File: config.mk
export PLATFORM = sky130hd
export DESIGN_NAME = two_of_four_prune_pack
export DESIGN_NICKNAME = d
export VERILOG_FILES = /design/src/hdl/tpp_pkg.sv /design/src/hdl/tpp_cas_stage.sv /design/src/hdl/tpp_pack_stage.sv /design/src/hdl/two_of_four_prune_pack.sv
export SDC_FILE = /design/constraint.sdc
export NUM_CORES = 1
export LEC_CHECK = 0
export BUFFER_PORTS_ARGS = -buffer_cell sky130_fd_sc_hd__buf_2
export CAP_MARGIN = 20
export CORE_MARGIN = 3
export CORE_UTILIZATION = 29
export CTS_BUF_LIST = sky130_fd_sc_hd__clkbuf_16
export CTS_CLUSTER_DIAMETER = 150
export CTS_CLUSTER_SIZE = 25
export DETAILED_ROUTE_END_ITERATION = 10
export GPL_ROUTABILITY_DRIVEN = 0
export GPL_TIMING_DRIVEN = 0
export PLACE_DENSITY_LB_ADDON = 0.1
export SLEW_MARGIN = 10
export SYNTH_ARGS = -nofsm -noshare
export SYNTH_HDL_FRONTEND = slang
export SYNTH_HIERARCHICAL = 1
export SYNTH_SLANG_ARGS = --single-unit
File: constraint.sdc
create_clock -name clock -period 11.1 [get_ports clock]
set_input_delay 1.665 -clock clock [delete_from_list [all_inputs] [get_ports clock]]
set_output_delay 1.665 -clock clock [all_outputs]
set_load 0.05 [all_outputs]
File: src/hdl/tpp_pkg.sv
// ----------------------------------------------------------------------------
// tpp_pkg
// shared types, constants and the magnitude compare for the 2:4 prune/pack
// ----------------------------------------------------------------------------
`default_nettype none

package tpp_pkg;

   localparam int unsigned ELEMENT_BITS = 32;
   localparam int unsigned GROUP_SIZE   = 4;
   localparam int unsigned POS_BITS     = $clog2(GROUP_SIZE);
   localparam int unsigned MAG_BITS     = ELEMENT_BITS - 1;

   // magnitude of +infinity; anything above it is a nan
   localparam logic [MAG_BITS-1:0] INF_MAG = MAG_BITS'(32'h7F80_0000);

   typedef logic [ELEMENT_BITS-1:0] word_type;
   typedef logic [POS_BITS-1:0]     pos_type;

   typedef struct packed {
      word_type value_0;
      word_type value_1;
      word_type value_2;
      word_type value_3;
      logic     last_in;
   } req_type;

   typedef struct packed {
      logic [GROUP_SIZE-1:0] keep_mask;
      word_type              first_kept;
      word_type              second_kept;
      logic                  last_out;
   } rsp_type;

   // one network entry: group position and the raw word found there
   typedef struct packed {
      pos_type  pos;
      word_type word;
   } lane_type;

   typedef struct packed {
      lane_type [GROUP_SIZE-1:0] lanes;
      logic                      last;
   } work_type;

   // true when |a| > |b|; any compare with a nan is false
   function automatic logic mag_greater(input word_type a, input word_type b);
      logic [MAG_BITS-1:0] ma;
      logic [MAG_BITS-1:0] mb;
      ma = a[MAG_BITS-1:0];
      mb = b[MAG_BITS-1:0];
      if ((ma > INF_MAG) || (mb > INF_MAG)) begin
         return 1'b0;
      end
      return ma > mb;
   endfunction

endpackage

`default_nettype wire

File: src/hdl/tpp_cas_stage.sv
// ----------------------------------------------------------------------------
// tpp_cas_stage
// one pipeline stage of the compare network: two compare-and-swaps in order
// ----------------------------------------------------------------------------
`default_nettype none

module tpp_cas_stage #(
   parameter logic [1:0] I0 = 2'd0,
   parameter logic [1:0] J0 = 2'd1,
   parameter logic [1:0] I1 = 2'd0,
   parameter logic [1:0] J1 = 2'd2
) (
   input  wire logic              clock,
   input  wire logic              reset,
   input  wire logic              in_valid,
   output logic                   in_ready,
   input  wire tpp_pkg::work_type in_data,
   output logic                   out_valid,
   input  wire logic              out_ready,
   output tpp_pkg::work_type      out_data
);
   import tpp_pkg::*;

   logic     valid_ff;
   logic     valid_in;
   work_type data_ff;
   work_type data_in;
   lane_type tmp;
   logic [GROUP_SIZE-1:0] seen;

   always_comb begin
      data_in = in_data;
      tmp     = data_in.lanes[I0];
      if (mag_greater(data_in.lanes[I0].word, data_in.lanes[J0].word)) begin
         data_in.lanes[I0] = data_in.lanes[J0];
         data_in.lanes[J0] = tmp;
      end
      tmp = data_in.lanes[I1];
      if (mag_greater(data_in.lanes[I1].word, data_in.lanes[J1].word)) begin
         data_in.lanes[I1] = data_in.lanes[J1];
         data_in.lanes[J1] = tmp;
      end
   end

   assign in_ready = !valid_ff || out_ready;
   assign valid_in = in_ready ? in_valid : valid_ff;

   always_ff @(posedge clock) begin
      if (reset) begin
         valid_ff <= 1'b0;
      end else begin
         valid_ff <= valid_in;
      end
      if (in_ready && in_valid) begin
         data_ff <= data_in;
      end
   end

   assign out_valid = valid_ff;
   assign out_data  = data_ff;

   // positions held in the stage must stay a permutation of the group
   always_comb begin
      seen = '0;
      for (int k = 0; k < GROUP_SIZE; k++) begin
         seen[data_ff.lanes[k].pos] = 1'b1;
      end
   end

   a_permutation: assert property (@(posedge clock) disable iff (reset)
      valid_ff |-> (seen == {GROUP_SIZE{1'b1}}))
      else $error("stage lost or duplicated a group position");

   a_hold_on_stall: assert property (@(posedge clock) disable iff (reset)
      (valid_ff && !out_ready) |=> (valid_ff && $stable(data_ff)))
      else $error("stalled stage changed its transaction");

endmodule

`default_nettype wire

File: src/hdl/tpp_pack_stage.sv
// ----------------------------------------------------------------------------
// tpp_pack_stage
// turns the two winning entries into the keep mask and ordered kept words
// ----------------------------------------------------------------------------
`default_nettype none

module tpp_pack_stage (
   input  wire logic              clock,
   input  wire logic              reset,
   input  wire logic              in_valid,
   output logic                   in_ready,
   input  wire tpp_pkg::work_type in_data,
   output logic                   out_valid,
   input  wire logic              out_ready,
   output tpp_pkg::rsp_type       out_data
);
   import tpp_pkg::*;

   logic    valid_ff;
   logic    valid_in;
   rsp_type data_ff;
   rsp_type data_in;
   pos_type pos_a;
   pos_type pos_b;

   always_comb begin
      pos_a = in_data.lanes[2].pos;
      pos_b = in_data.lanes[3].pos;
      data_in.keep_mask = (GROUP_SIZE'(1) << pos_a) | (GROUP_SIZE'(1) << pos_b);
      // kept words leave in group position order
      if (pos_a < pos_b) begin
         data_in.first_kept  = in_data.lanes[2].word;
         data_in.second_kept = in_data.lanes[3].word;
      end else begin
         data_in.first_kept  = in_data.lanes[3].word;
         data_in.second_kept = in_data.lanes[2].word;
      end
      data_in.last_out = in_data.last;
   end

   assign in_ready = !valid_ff || out_ready;
   assign valid_in = in_ready ? in_valid : valid_ff;

   always_ff @(posedge clock) begin
      if (reset) begin
         valid_ff <= 1'b0;
      end else begin
         valid_ff <= valid_in;
      end
      if (in_ready && in_valid) begin
         data_ff <= data_in;
      end
   end

   assign out_valid = valid_ff;
   assign out_data  = data_ff;

   a_two_kept: assert property (@(posedge clock) disable iff (reset)
      valid_ff |-> ($countones(data_ff.keep_mask) == 2))
      else $error("keep mask does not hold exactly two positions");

endmodule

`default_nettype wire

File: src/hdl/two_of_four_prune_pack.sv
// ----------------------------------------------------------------------------
// two_of_four_prune_pack
// 2:4 structured-sparsity pruning of groups of four single-precision words
// ----------------------------------------------------------------------------
// Takes one group of four raw float words per transaction and returns the
// keep mask and the two words of largest magnitude (sign ignored, nan never
// wins a compare), lower group position first, with the last flag carried
// along. One group is accepted every cycle unless backpressure holds the
// pipeline; rsp_valid for a group rises once it has passed the three compare
// stage registers and the pack register. The six compare-and-swaps of the
// ranking network run two per stage over three stages, and a fourth stage
// builds the mask and the output register. Backpressure stalls the whole
// pipeline without losing or repeating a transaction.
`default_nettype none

module two_of_four_prune_pack (
   input  wire logic             clock,
   input  wire logic             reset,
   input  wire logic             req_valid,
   output logic                  req_ready,
   input  wire tpp_pkg::req_type req_data,
   output logic                  rsp_valid,
   input  wire logic             rsp_ready,
   output tpp_pkg::rsp_type      rsp_data
);
   import tpp_pkg::*;

   work_type entry;
   work_type s1_data;
   work_type s2_data;
   work_type s3_data;
   logic     s1_valid;
   logic     s1_ready;
   logic     s2_valid;
   logic     s2_ready;
   logic     s3_valid;
   logic     s3_ready;

   always_comb begin
      entry.lanes[0] = '{pos: pos_type'(0), word: req_data.value_0};
      entry.lanes[1] = '{pos: pos_type'(1), word: req_data.value_1};
      entry.lanes[2] = '{pos: pos_type'(2), word: req_data.value_2};
      entry.lanes[3] = '{pos: pos_type'(3), word: req_data.value_3};
      entry.last     = req_data.last_in;
   end

   tpp_cas_stage #(.I0(2'd0), .J0(2'd1), .I1(2'd0), .J1(2'd2)) u_stage1 (
      .clock     (clock),
      .reset     (reset),
      .in_valid  (req_valid),
      .in_ready  (req_ready),
      .in_data   (entry),
      .out_valid (s1_valid),
      .out_ready (s1_ready),
      .out_data  (s1_data)
   );

   tpp_cas_stage #(.I0(2'd0), .J0(2'd3), .I1(2'd1), .J1(2'd2)) u_stage2 (
      .clock     (clock),
      .reset     (reset),
      .in_valid  (s1_valid),
      .in_ready  (s1_ready),
      .in_data   (s1_data),
      .out_valid (s2_valid),
      .out_ready (s2_ready),
      .out_data  (s2_data)
   );

   tpp_cas_stage #(.I0(2'd1), .J0(2'd3), .I1(2'd2), .J1(2'd3)) u_stage3 (
      .clock     (clock),
      .reset     (reset),
      .in_valid  (s2_valid),
      .in_ready  (s2_ready),
      .in_data   (s2_data),
      .out_valid (s3_valid),
      .out_ready (s3_ready),
      .out_data  (s3_data)
   );

   tpp_pack_stage u_pack (
      .clock     (clock),
      .reset     (reset),
      .in_valid  (s3_valid),
      .in_ready  (s3_ready),
      .in_data   (s3_data),
      .out_valid (rsp_valid),
      .out_ready (rsp_ready),
      .out_data  (rsp_data)
   );

endmodule

`default_nettype wire

==> impl_metrics.py, run 1 <==
metrics = {
    "pwr": {
        "pwr-share-comb_pct": 31.4,
        "leak_pwr_uw": 0.0104,
        "power.density_mw_per_mm2": 149,
        "power_report.internal_total_uw": 2650,
        "p_clk_share_pct": 19.6,
        "seq_power_share_pct": 49.0,
        "design_power_total_uw": 3890,
        "power.net_switching_uw": 1240,
        "p_sw_share_pct": 31.9,
        "worst_ir_drop_vdd_mv": 0.0871,
    },
    "final_layout": {
        "final_net_count": 2471,
        "post_route_cells_drive_above_1_share_pct": 25.7,
        "final-instance-count-excl-fill": 3199,
        "antenna_cells_inserted": 0,
        "post-route-util_pct": 33.5,
        "area_growth_syn_to_layout_pct": 13.1,
        "layout.filler_cells": 7733,
        "final_area_mm2": 0.0262,
    },
    "placed_design": {
        "hpwlAfterDp_mm": 59.2,
        "inst_count_dp": 3172,
        "place_area_mm2": 0.0256,
        "placement.io_buffers": 203,
    },
    "route": {
        "avgRoutedWirePerCell_um": 22.3,
        "detail_route.first_pass.iterations": 6,
        "first_iter_violations": 877,
        "routed_via_density": 5.03,
        "drt_drc_violations_left": 0,
        "dr_total_vias": 16100,
        "number_of_routed_nets_with_antenna_violations": 0,
        "finalWirelength_mm": 71.4,
    },
    "cts": {
        "hold_buffers": 0,
        "post-cts-setup-buffers": 0,
        "tritoncts_num_sinks": 382,
        "clock_latency_on_the_worst_skew_pair_ns": 0.55,
        "cts_tree": "built",
        "clockBufferDepth": 3,
        "clock-root-buffer": "sky130_fd_sc_hd__clkbuf_16",
        "number_of_buffers_created_by_cts": 19,
        "clkSlewWorstSetupHoldPaths_ns": 0.10,
        "cts_resized": 0,
        "cts_htree_levels": 1,
    },
    "floorplan": {
        "design.die.area_mm2": 0.0832,
        "pin_count": 204,
        "die_w_um": 288,
        "die-height_um": 288,
        "placeableCoreArea_mm2": 0.0782,
        "std_cell_rows": 102,
        "initial_core_util_pct": 29.6,
    },
    "global_route": {
        "wire_length_of_the_first_global_routing_pass_mm": 106,
        "gr-total-overflow": 0,
        "grt_start_max_net_pins": 68,
        "number_of_global_route_vias_before_repair": 16400,
        "antenna_found_initial": 1,
        "grt_util_all_layers_pct": 16.9,
    },
    "sta": {
        "fin_crit_ns": 6.83,
        "rsz0062_at_grt": "no",
        "fin_skew_ns": 0.0216,
        "timing.final.setup_violations": 0,
        "timing.final.hold_violations": 0,
        "final.period_utilization_pct": 61.5,
        "max_slew_margin_vs_limit_pct": 33.6,
        "worst_pin_slew_ns": 0.996,
        "finalSetupTns_ns": 0,
        "timing_max_transition_violations_final": 0,
        "max_freq_mhz": 146,
    },
    "worst_setup_path": {
        "path_max_fanout": 10,
        "critPathCaptureType": "register",
        "critical_path.cell_chain": "ha_1, nand4_1, nor4b_2, a22o_1, nor4b_4, a21oi_1, clkbuf_1, mux2_2, inv_1, ha_1, nand4_1, nor4_1, and4_1, o21ai_0, a311oi_1, a221oi_2, a311oi_2, buf_6, buf_6, mux2_1",
        "critPathMaxStageDelay_ns": 0.70,
        "worst_path_max_delay_cell": "sky130_fd_sc_hd__nor4_1",
        "timing.critical_path.required_ns": 11.39,
        "timing.setup.critical_path_class": "register to register",
        "worst-endpoint-arrival_ns": 7.12,
        "timing.critical_path.from_type": "register",
        "worst_r2r_path_depth": 20,
    },
    "logic_synthesis": {
        "postSynthCellCount": 1912,
        "synth.cell_area_mm2": 0.0231,
        "yosysWarnings": 6,
        "synthesis.area_per_instance_um2": 12.1,
    },
    "flow_run": {
        "max-cap-violations": 0,
    },
    "hold_path": {
        "whs_path_depth": 0,
        "hold_path.class": "register to register",
    },
    "status": {
        "status": "finished, final reports clean",
    },
}
-- area by class of cell --
| cell class | count | area (um^2) | area share (%) |
|---|---|---|---|
| clock buffers | 19 | 475 | 1.82 |
| clock inverters | 8 | 46.3 | 0.177 |
| well taps | 1040 | 1300 | 4.97 |
| inverters | 232 | 871 | 3.33 |
| repair buffers | 208 | 1150 | 4.41 |
| multi-input cells | 1223 | 10300 | 39.4 |
| plain buffers | 87 | 579 | 2.21 |
| flip-flops and latches | 382 | 11400 | 43.7 |
-- power groups by stage --
stage | Combinational [uW] | Clock [uW] | Sequential, uW
4_1_cts | 1220 | 805 | 1910
5_1_grt | 1340 | 857 | 1920
6_report | 1220 | 761 | 1910
2_1_floorplan | 840 | 0 | 1900
3_5_place_dp | 1210 | 0 | 1940
3_3_place_gp | 1190 | 0 | 1950
-- per-layer routing --
metal / global-route usage [%] / up-vias / share of wire [%]
li1: - / 7792 / -
met1: 22.8 / 7780 / 45
met2: 28.6 / 423 / 47
met3: 1.32 / 93 / 3.7
met4: 5.74 / 0 / 3.7
met5: 0 / - / 0
-- path summary, 6_finish.rpt --
kind / slack (ns) / endpoint / from
worst max-delay path: 4.27 / u_stage3/out_data[128]$_DFFE_PP_ / u_stage2/out_data[57]$_DFFE_PP_
worst min-delay path: 0.43 / u_stage2/out_data[0]$_DFFE_PP_ / u_stage1/out_data[0]$_DFFE_PP_
worst max register to register: 4.27 / u_stage3/out_data[128]$_DFFE_PP_ / u_stage2/out_data[57]$_DFFE_PP_
worst min register to register: 0.43 / u_stage2/out_data[0]$_DFFE_PP_ / u_stage1/out_data[0]$_DFFE_PP_
-- registers in the layout, summed over array words and instances (netlist names) --
register and cells:
u_stage3/out_data 69, u_stage1/out_data 137, u_pack/out_data 69, u_stage2/out_valid 1, u_stage3/out_valid 1, u_stage2/out_data 103, u_stage1/out_valid 1, u_pack/out_valid 1
-- metrics by stage --
stage               hold WS [ns]  worst slack [ns]
floorplan                  0.400              4.87
global placement           0.409              3.79
detailed placement         0.413              3.90
CTS                        0.433              4.28
global route               0.460              3.95
finish                     0.428              4.27
-- critical path: cells and delay by family (launching register included) --
family	cells	cell delay [ns]
buffers and inverters	4	1.00
flip-flops	1	0.48
multiplexers	2	0.68
AO/OA/AOI/OAI	6	1.75
adder cells (fa/ha/maj)	2	0.65
AND/OR/NAND/NOR	6	2.00
-- cells in the final DEF (no fill, tap or decap), types with 5 or more instances in the layout --
master                      instances
sky130_fd_sc_hd__nand4_1           62
sky130_fd_sc_hd__edfxtp_1         378
sky130_fd_sc_hd__a21o_1            12
sky130_fd_sc_hd__buf_4              7
sky130_fd_sc_hd__conb_1            14
sky130_fd_sc_hd__nand3b_1           5
sky130_fd_sc_hd__clkbuf_1          22
sky130_fd_sc_hd__a31oi_1          100
sky130_fd_sc_hd__mux2i_1           32
sky130_fd_sc_hd__nand3_1           17
sky130_fd_sc_hd__buf_16             5
sky130_fd_sc_hd__inv_1            239
sky130_fd_sc_hd__a2bb2oi_1         34
sky130_fd_sc_hd__mux2_4            48
sky130_fd_sc_hd__nand2_1           80
sky130_fd_sc_hd__nor3_1            53
sky130_fd_sc_hd__o211ai_1          39
sky130_fd_sc_hd__mux2_1            30
sky130_fd_sc_hd__o21ai_0           41
sky130_fd_sc_hd__nor4_1            84
sky130_fd_sc_hd__clkbuf_16         19
sky130_fd_sc_hd__ha_1             185
sky130_fd_sc_hd__and4_1             8
sky130_fd_sc_hd__nand2b_1           6
sky130_fd_sc_hd__buf_2            237
sky130_fd_sc_hd__a21oi_1           69
sky130_fd_sc_hd__mux2_2           193
sky130_fd_sc_hd__a211oi_1          10
sky130_fd_sc_hd__nor2_1            34
sky130_fd_sc_hd__buf_6             20
Power figures use the tool's default switching activity.
==> run 2, diff against run 1 <==
- clock period: 11.1 -> 5.9 ns (I/O delays scaled with it)
==> run 2 against run 1 <==
Clock power up 89%; via count up 0.47%; hold slack better by 0.00058 ns; maximum frequency up 20%; first-iteration DRC count down 0.11%; critical path depth up 2; critical endpoint unchanged; sequential power up 87%; flip-flop and latch count unchanged; register-to-register slack worse by 4.1 ns; final cell count up 0.38%; worst setup slack worse by 4.1 ns; global-route usage about the same; critical path type unchanged.
==> impl_metrics.py, run 2 (synthesis gave the netlist of run 1 again) <==
metrics = {
    "worst_setup_path": {
        "timing.setup.critical_path_class": "register to register",
        "worst_path_dominant_cell_family": "simple AND/OR/NAND/NOR gates",
        "timing.critical_path.from_type": "register",
        "worst-endpoint-arrival_ns": 5.99,
        "critical_path.cell_chain": "ha_1, and3_4, nor4b_4, a22o_1, nor4b_4, a21o_1, buf_4, buf_12, mux2_2, inv_1, ha_1, nand4_1, nor4_4, and4_4, o21ai_0, a311oi_1, a221oi_2, a311oi_2, buf_4, buf_8, buf_8, mux2_1",
        "critPathMaxStageDelay_ns": 0.44,
        "timing.critical_path.required_ns": 6.19,
        "cp.buffers_inverters": 6,
        "critPathCaptureType": "register",
        "path_max_fanout": 10,
        "worst_path_max_delay_cell": "sky130_fd_sc_hd__edfxtp_1",
    },
    "cts": {
        "tritoncts_num_sinks": 382,
        "clock-root-buffer": "sky130_fd_sc_hd__clkbuf_16",
        "cts_tree": "built",
        "hold_buffers": 0,
        "cts_htree_levels": 1,
        "clock_latency_on_the_worst_skew_pair_ns": 0.55,
        "clockBufferDepth": 3,
        "number_of_buffers_created_by_cts": 19,
        "clkSlewWorstSetupHoldPaths_ns": 0.10,
    },
    "sta": {
        "max_freq_mhz": 175,
        "max_slew_margin_vs_limit_pct": 46.8,
        "final.period_utilization_pct": 96.6,
        "fin_crit_ns": 5.70,
        "timing_max_transition_violations_final": 0,
        "fin_skew_ns": 0.0234,
        "timing.final.hold_violations": 0,
        "fin_worst_hold_slack_ns": 0.429,
        "finalWorstSetupSlack_ns": 0.200,
        "worst_pin_slew_ns": 0.792,
        "rsz0062_at_grt": "yes",
        "finalSetupTns_ns": 0,
        "timing.final.setup_violations": 0,
    },
    "route": {
        "avgRoutedWirePerCell_um": 22.3,
        "detail_route.first_pass.iterations": 7,
        "dr_total_vias": 16200,
        "finalWirelength_mm": 71.6,
        "number_of_routed_nets_with_antenna_violations": 0,
        "drt_drc_violations_left": 0,
        "routed_via_density": 5.03,
        "first_iter_violations": 876,
    },
    "placed_design": {
        "placement.io_buffers": 203,
        "hpwlAfterDp_mm": 59.2,
        "preCtsSetupSlack_ns": -0.842,
        "place_area_mm2": 0.0256,
    },
    "floorplan": {
        "die_w_um": 288,
        "placeableCoreArea_mm2": 0.0782,
        "initial_core_util_pct": 29.6,
        "die-height_um": 288,
        "pin_count": 204,
        "design.die.area_mm2": 0.0832,
        "std_cell_rows": 102,
    },
    "hold_path": {
        "hold_path.class": "register to register",
    },
    "pwr": {
        "power.density_mw_per_mm2": 279,
        "worst_ir_drop_vdd_mv": 0.167,
        "leak_pwr_uw": 0.0106,
    },
    "final_layout": {
        "post_route_cells_drive_above_1_share_pct": 26.5,
        "final_net_count": 2482,
        "layout.cells.most_common_list": "378 x sky130_fd_sc_hd__edfxtp_1, 239 x sky130_fd_sc_hd__inv_1, 237 x sky130_fd_sc_hd__buf_2",
        "post-route-util_pct": 33.7,
        "area_growth_syn_to_layout_pct": 13.9,
        "final_area_mm2": 0.0264,
        "max_ffs_per_register": 137,
        "final_common_cell": "sky130_fd_sc_hd__edfxtp_1",
    },
    "global_route": {
        "grt_start_max_net_pins": 68,
        "antenna_found_initial": 1,
        "number_of_global_route_vias_before_repair": 16400,
        "gr-total-overflow": 0,
        "grt_util_all_layers_pct": 16.9,
        "wire_length_of_the_first_global_routing_pass_mm": 106,
    },
    "status": {
        "status": "finished, final reports clean",
    },
    "flow_run": {
        "max-cap-violations": 0,
    },
}
==> run 2: layout make-up <==
| class | count | area (um^2) |
|---|---|---|
| multi-input combinational | 1223 | 10400 |
| clock buffer | 19 | 475 |
| sequential | 382 | 11400 |
| tap | 1040 | 1300 |
| inverter | 232 | 871 |
| buffer | 87 | 608 |
| fill | 7721 | 51900 |
| clock inverter | 8 | 46.3 |
| antenna | 1 | 2.50 |
| timing repair buffer | 219 | 1240 |
==> run 2: power by group <==
group	leakage, uW	internal, uW	switching, uW	total, uW
registers	0.00360	3360	221	3580
logic	0.00668	1050	1290	2340
clock network	0.000281	595	840	1440
==> run 2: path summary, 6_finish.rpt <==
kind / from / endpoint / slack (ns) / cells after the start
setup / recovery: u_stage2/out_data[61]$_DFFE_PP_ / u_stage3/out_data[128]$_DFFE_PP_ / 0.20 / 22
hold / removal: u_stage1/out_data[0]$_DFFE_PP_ / u_stage2/out_data[0]$_DFFE_PP_ / 0.43 / 0
setup reg to reg: u_stage2/out_data[61]$_DFFE_PP_ / u_stage3/out_data[128]$_DFFE_PP_ / 0.20 / 22
hold reg to reg: u_stage1/out_data[0]$_DFFE_PP_ / u_stage2/out_data[0]$_DFFE_PP_ / 0.43 / 0
==> run 2: worst register-to-register path: cells and delay by family, from the launching register on <==
kind / cells / cell delay [ns]
muxes: 2 / 0.75
DFF: 1 / 0.44
AOI/OAI and AO/OA: 6 / 1.16
adders and majority gates: 2 / 0.49
and+or+nand+nor: 6 / 1.71
buffers and inverters: 6 / 0.90
==> run 2: per-layer routing <==
layer / vias to the layer above / part of all wire (%) / wire length, um / global-route usage, %
met5: - / 0 / 0 / 0
met4: 0 / 3.6 / 2580 / 5.45
met3: 93 / 4.1 / 2920 / 1.33
met2: 450 / 48 / 34100 / 28.8
met1: 7800 / 45 / 31900 / 22.7
li1: 7820 / - / - / -
==> run 2: repair_timing <==
action,4_1_cts,5_1_grt
pin swaps,4,8
resized for setup,12,11
endpoints found under the setup margin,68,93
buffers inserted,2,9
==> run 2: metrics by stage <==
step	std cells	power, uW
floorplan	1924	5160
global placement	3167	5900
detailed placement	3172	5930
CTS	3201	7420
global route	3210	7800
finish	3211	7360
